==> src/design/lufs_pkg.sv <==
// ----------------------------------------------------------------------------
// lufs_pkg
// Shared types and constants for the LU factor/solve engine.
// ----------------------------------------------------------------------------
package lufs_pkg;

    localparam int MaxOrder = 16;
    localparam int IdxW     = 4;
    localparam int MatAw    = 2 * IdxW;
    localparam int DataW    = 32;
    localparam int FracBits = 16;
    localparam int CntW     = 5;
    localparam int QDepth   = 4;
    localparam int QAw      = 2;

    // op field codes
    localparam logic [2:0] OP_LDM    = 3'd0;
    localparam logic [2:0] OP_FACT   = 3'd1;
    localparam logic [2:0] OP_LDB    = 3'd2;
    localparam logic [2:0] OP_SOLVE  = 3'd3;
    localparam logic [2:0] OP_TSOLVE = 3'd4;

    // status codes
    localparam logic [1:0] STAT_OK   = 2'd0;
    localparam logic [1:0] STAT_ZPIV = 2'd1;
    localparam logic [1:0] STAT_SAT  = 2'd2;

    typedef enum logic [2:0] {
        CMD_LDM,
        CMD_FACT,
        CMD_LDB,
        CMD_SOLVE,
        CMD_TSOLVE
    } t_cmd;

    typedef struct packed {
        t_cmd                    cmd;
        logic [IdxW-1:0]         row;
        logic [IdxW-1:0]         col;
        logic signed [DataW-1:0] value;
    } t_qent;

    typedef struct packed {
        logic                    done;
        logic                    zero;
        logic                    sat;
        logic signed [DataW-1:0] quot;
    } t_div_res;

    typedef enum logic [5:0] {
        S_IDLE,
        S_FA_INIT, S_FA_S0, S_FA_S1, S_FA_SW0, S_FA_SW1, S_FA_SW2, S_FA_PV,
        S_FA_R0, S_FA_R1, S_FA_R2, S_FA_J0, S_FA_J1, S_FA_J2, S_FA_J3, S_FA_R3,
        S_FA_NK, S_FA_L0, S_FA_L1,
        S_SP_F0, S_SP_F1, S_SP_F2, S_SP_FJ, S_SP_F3,
        S_SP_B0, S_SP_B1, S_SP_B2, S_SP_BJ, S_SP_B3, S_SP_B4, S_SP_B5,
        S_TS_F0, S_TS_F1, S_TS_F2, S_TS_FJ, S_TS_F3, S_TS_F4, S_TS_F5,
        S_TS_B0, S_TS_B1, S_TS_B2, S_TS_BJ, S_TS_B3,
        S_TS_P0, S_TS_P1, S_TS_P2,
        S_OUT, S_MS0, S_MS1, S_DV0, S_DV1
    } t_state;

endpackage

==> src/design/lufs_ifs.sv <==
// ----------------------------------------------------------------------------
// lufs_ifs
// Valid/ready channel interfaces for command input and result output.
// ----------------------------------------------------------------------------
interface lufs_in_if;
    logic               valid;
    logic               ready;
    logic [2:0]         op;
    logic [3:0]         row;
    logic [3:0]         col;
    logic signed [31:0] value;

    modport source (output valid, op, row, col, value, input ready);
    modport sink   (input valid, op, row, col, value, output ready);
endinterface


==> src/design/lufs_front.sv <==
// ----------------------------------------------------------------------------
// lufs_front
// Input side: accepts commands, decodes op, queues them for the sequencer.
// ----------------------------------------------------------------------------
module lufs_front (
    input  logic            i_clk,
    input  logic            i_rst_n,
    lufs_in_if.sink         i_in,
    input  logic            i_pop,
    output logic            o_qv,
    output lufs_pkg::t_qent o_qent
);

    lufs_pkg::t_qent            r_q [lufs_pkg::QDepth];
    logic [lufs_pkg::QAw-1:0]   r_wp;
    logic [lufs_pkg::QAw-1:0]   r_rp;
    logic [lufs_pkg::QAw:0]     r_cnt;

    logic            s_acc;
    logic            s_push;
    logic            s_pop;
    lufs_pkg::t_qent s_ent;

    assign i_in.ready = (r_cnt != (lufs_pkg::QAw+1)'(lufs_pkg::QDepth));
    assign s_acc      = i_in.valid && i_in.ready;
    assign o_qv       = (r_cnt != '0);
    assign o_qent     = r_q[r_rp];
    assign s_pop      = i_pop && o_qv;

    // unused op codes are dropped here
    always_comb begin
        s_ent.row   = i_in.row;
        s_ent.col   = i_in.col;
        s_ent.value = i_in.value;
        s_push      = s_acc;
        unique case (i_in.op)
            lufs_pkg::OP_LDM:    s_ent.cmd = lufs_pkg::CMD_LDM;
            lufs_pkg::OP_FACT:   s_ent.cmd = lufs_pkg::CMD_FACT;
            lufs_pkg::OP_LDB:    s_ent.cmd = lufs_pkg::CMD_LDB;
            lufs_pkg::OP_SOLVE:  s_ent.cmd = lufs_pkg::CMD_SOLVE;
            lufs_pkg::OP_TSOLVE: s_ent.cmd = lufs_pkg::CMD_TSOLVE;
            default: begin
                s_ent.cmd = lufs_pkg::CMD_LDM;
                s_push    = 1'b0;
            end
        endcase
    end

    always_ff @(posedge i_clk) begin
        if (s_push) begin
            r_q[r_wp] <= s_ent;
        end
    end

    always_ff @(posedge i_clk) begin
        if (!i_rst_n) begin
            r_wp  <= '0;
            r_rp  <= '0;
            r_cnt <= '0;
        end else begin
            if (s_push) r_wp <= r_wp + 1'b1;
            if (s_pop)  r_rp <= r_rp + 1'b1;
            if (s_push && !s_pop) begin
                r_cnt <= r_cnt + 1'b1;
            end else if (!s_push && s_pop) begin
                r_cnt <= r_cnt - 1'b1;
            end
        end
    end

endmodule

==> src/flat_wrapper.sv <==
// flat-port wrapper written by rule: the top's interface ports become plain ports
module lufs_front_flat 
  (i_clk, i_rst_n, i_pop, o_qv, o_qent, i_in_valid, i_in_op, i_in_row, i_in_col, i_in_value, i_in_ready);
  lufs_in_if i_in_i ();
  input  logic i_clk;
  input  logic i_rst_n;
  input  logic i_pop;
  output logic o_qv;
  output lufs_pkg::t_qent o_qent;
  input wire logic [$bits(i_in_i.valid)-1:0] i_in_valid;
  input wire logic [$bits(i_in_i.op)-1:0] i_in_op;
  input wire logic [$bits(i_in_i.row)-1:0] i_in_row;
  input wire logic [$bits(i_in_i.col)-1:0] i_in_col;
  input wire logic [$bits(i_in_i.value)-1:0] i_in_value;
  output wire logic [$bits(i_in_i.ready)-1:0] i_in_ready;
  assign i_in_i.valid = i_in_valid;
  assign i_in_i.op = i_in_op;
  assign i_in_i.row = i_in_row;
  assign i_in_i.col = i_in_col;
  assign i_in_i.value = i_in_value;
  assign i_in_ready = i_in_i.ready;
  lufs_front u_core (.i_clk(i_clk), .i_rst_n(i_rst_n), .i_in(i_in_i), .i_pop(i_pop), .o_qv(o_qv), .o_qent(o_qent));
endmodule
==> config.mk <==
export PLATFORM = sky130hd
export DESIGN_NAME = lufs_front_flat
export DESIGN_NICKNAME = d
export VERILOG_FILES = /design/src/design/lufs_pkg.sv /design/src/design/lufs_ifs.sv /design/src/design/lufs_front.sv /design/src/flat_wrapper.sv
export SDC_FILE = /design/constraint.sdc
export NUM_CORES = 1
export LEC_CHECK = 0
export ABC_AREA = 1
export ABC_CLOCK_PERIOD_IN_PS = 5770
export BUFFER_PORTS_ARGS = -buffer_cell sky130_fd_sc_hd__buf_2
export CORE_MARGIN = 2
export CORE_UTILIZATION = 35
export CTS_CLUSTER_DIAMETER = 150
export DETAILED_ROUTE_END_ITERATION = 16
export GPL_TIMING_DRIVEN = 0
export HOLD_SLACK_MARGIN = 0.05
export SLEW_MARGIN = 5
export SYNTH_ARGS = -nofsm -noshare
export SYNTH_HDL_FRONTEND = slang
export SYNTH_SLANG_ARGS = --single-unit
==> constraint.sdc <==
create_clock -name i_clk -period 5.77 [get_ports i_clk]
set_clock_uncertainty 0.2 [all_clocks]
set_input_delay 0.2885 -clock i_clk [delete_from_list [all_inputs] [get_ports i_clk]]
set_output_delay 0.2885 -clock i_clk [all_outputs]
set_load 0.01 [all_outputs]
==> results.yml <==
routing:
  drtIter0Drc: 194
  routed_wl_um: 16390
  first_pass_iters: 4
  num_vias: 4515
  ant_nets: 0
  drc: 0
  drt-wirelength-per-cell_um: 17.44
  routed_via_density: 4.803
floorplan:
  die-height_um: 150.1
  chipWidth_um: 150.1
  num_rows: 53
  start_util: 0.3566
  die_area_mm2: 0.02253
  core_mm2: 0.02096
  io_pins: 92
synthesis:
  synth_common_cells: "edfxtp_1 (172), o21ai_0 (84), nor2_1 (58)"
  netlist_instances: 492
  synth.ff_latch_count: 181
  yosys.area.top_type: "edfxtp_1"
  avgSynthCellArea_um2: 15.19
  syn-cell-area_mm2: 0.007472
  ys_types: 29
  synth_edf_count: 172
  synth_ff_type: "edfxtp_1"
  synthMostInstantiatedCell: "edfxtp_1"
  synth_top_area_frac: 0.6912
  async_flop_share: 0
  yosysWarnings: 0
  synth_area_leaders: "edfxtp_1 (69%), o22ai_2 (6.7%), nor2_4 (6.0%)"
  synth_fp_nets: 545
  ys_seq_area_frac: 0.7153
setup_path:
  critPathKind: "in -> reg"
  critPathSlowestCell: "nor2_4"
  end_kind: "register"
  cp_max_fo: 24
  cpPeakStageDelay_ps: 750
  cp.arrival_ps: 2450
  worstReg2RegStart: "u_core.r_cnt[0]$_SDFFE_PN0P_"
  cp_cell_sequence: "dlygate4sd3_1, buf_2, o21ai_2, nand3_2, nor2_4, buf_12"
  critPathLaunch: "i_in_op[0]"
  cp-start-kind: "input pin"
  cp.required_ps: 5690
sta:
  setup_slack_ps: 3240
  hold_ws_ps: 63.26
  hold_viol_final: 0
  rsz0062_at_grt: "false"
  fmaxAchievable_mhz: 395.2
  finalSetupViolations: 0
  max_slew.worst_pin.slew_ps: 878.3
  fin_crit_ps: 2530
  fin_tns_setup_ps: 0
  layout_worst_path_cycle_share: 0.4385
  relSlewSlack: 0.4131
  maxSlewViolCount: 0
clocking:
  htreeDepth: 4
  clkTransAtPathRegs_ps: 60
  cts_tree: "done"
  cts-root-buf: "clkbuf_16"
  clock_latency_ps: 420
  cts.path.max_buffers: 2
  cts.sinks: 181
  cts_buffers: 17
  postCtsSetupRepairBufs: 0
layout:
  area_delta_synth_final_pct: 27.23
  post-route-util: 0.4537
  layout.nets: 705
  final_area_mm2: 0.009507
  drive_gt1_frac: 0.3474
  num_antenna_cells: 0
  n_fill_cell: 1911
power_and_ir_drop:
  leakagePower_nw: 3.298
  ir_drop_v: 0.0002481
  p_per_area_mw_per_mm2: 414.1
global_routing:
  grt_max_degree: 25
  grt_first_pass_wirelength_um: 25270
  grt_overflow: 0
  grt_pass1_vias: 4747
  grt_usage: 0.1529
  antenna_found_initial: 0
placement:
  globalplace.congestion: 0.7128
  postPlaceCellArea_mm2: 0.008417
  dp_slack_ps: 3331
  dp_hpwl_um: 10660
  port_buffers: 91
worst_hold_path:
  hold_path.class: "in -> reg"
  min_from: "i_in_op[1]"
run_status:
  status: "completed"
flow_run:
  maxCapViolCount: 0
==> layout make-up <==
cell class / instances / area [µm²] / area share
Buffer: 26 / 187.7 / 0.01974
Clock buffer: 20 / 436.7 / 0.04593
Clock inverter: 12 / 202.7 / 0.02132
Inverter: 21 / 78.83 / 0.008292
Multi-Input combinational cell: 264 / 1891 / 0.1989
Sequential cell: 181 / 5345 / 0.5623
Tap cell: 275 / 344.1 / 0.03619
Timing Repair Buffer: 141 / 1021 / 0.1074
==> worst max-delay path, delay by kind of cell <==
kind / cells / cell delay [ps]
and+or+nand+nor: 2 / 1010
AOI/OAI and AO/OA: 1 / 180
buffers and inverters: 3 / 950
==> registers in the layout, indices dropped and copies added (netlist names), named ones only <==
register and cells:
u_core.r_wp 2, u_core.r_q 172, u_core.r_rp 2, u_core.r_cnt 3
==> metal layers <==
| layer | vias up | share of wire | GRT usage |
|---|---|---|---|
| met5 | - | 0 | 0 |
| met4 | 0 | 0.013 | 0.05142 |
| met3 | 16 | 0.044 | 0.04182 |
| met2 | 96 | 0.53 | 0.2731 |
| met1 | 2268 | 0.42 | 0.1773 |
| li1 | 2135 | - | - |
==> where the power goes <==
part           leakage [nW]  switching (mW)  internal (mW)  total, mW
clock                 0.309           0.459          0.770       1.23
combinational          1.35           0.699          0.424       1.12
sequential             1.64          0.0411           1.54       1.58
==> through the flow <==
stage	total power, mW	std cells
after floorplan	2.305	492
after global placement	2.677	858
after detailed placement	2.727	863
after CTS	3.979	940
after global routing	4.124	940
final	3.937	940
==> layout by cell type, fill, tap and decap left out, types with 4 or more instances in the layout <==
cell             n
dlygate4sd3_1   45
nor2_1          54
bufinv_16        5
o21ai_0         84
o22ai_2         40
buf_12           7
dfxtp_1          9
inv_2            4
inv_1           16
nand2_1         14
buf_2           99
clkbuf_16       17
edfxtp_1       172
nor2_4          44
ha_1             5
clkbuf_1        15
==> worst paths after layout <==
kind	endpoint	slack (ps)	depth (start not counted)
setup / recovery	u_core.r_q[1][9]$_DFFE_PP_	3240	6
hold / removal	u_core.r_q[0][42]$_DFFE_PP_	60	2
setup reg to reg	u_core.r_q[1][9]$_DFFE_PP_	3380	5
hold reg to reg	u_core.r_rp[0]$_SDFFE_PN0P_	320	2
==> repair_timing <==
action | in CTS | in global routing
hold buffers | 45 | 0
setup endpoints to repair | 0 | 0
hold endpoints to repair | 181 | 0
gates resized for setup | 0 | 0
==> cells by family (layout without fill, tap and decap cells) <==
family | Yosys count | count (layout) | synth area share
fa+ha+maj | 6 | 6 | 0.01105
flops | 181 | 181 | 0.7153
simple gates | 123 | 123 | 0.1058
xor+xnor | 1 | 1 | 0.001172
buf+inv | 47 | 220 | 0.03567
compound gates | 134 | 134 | 0.1309
Note: power is estimated with default switching activity, not from simulation.
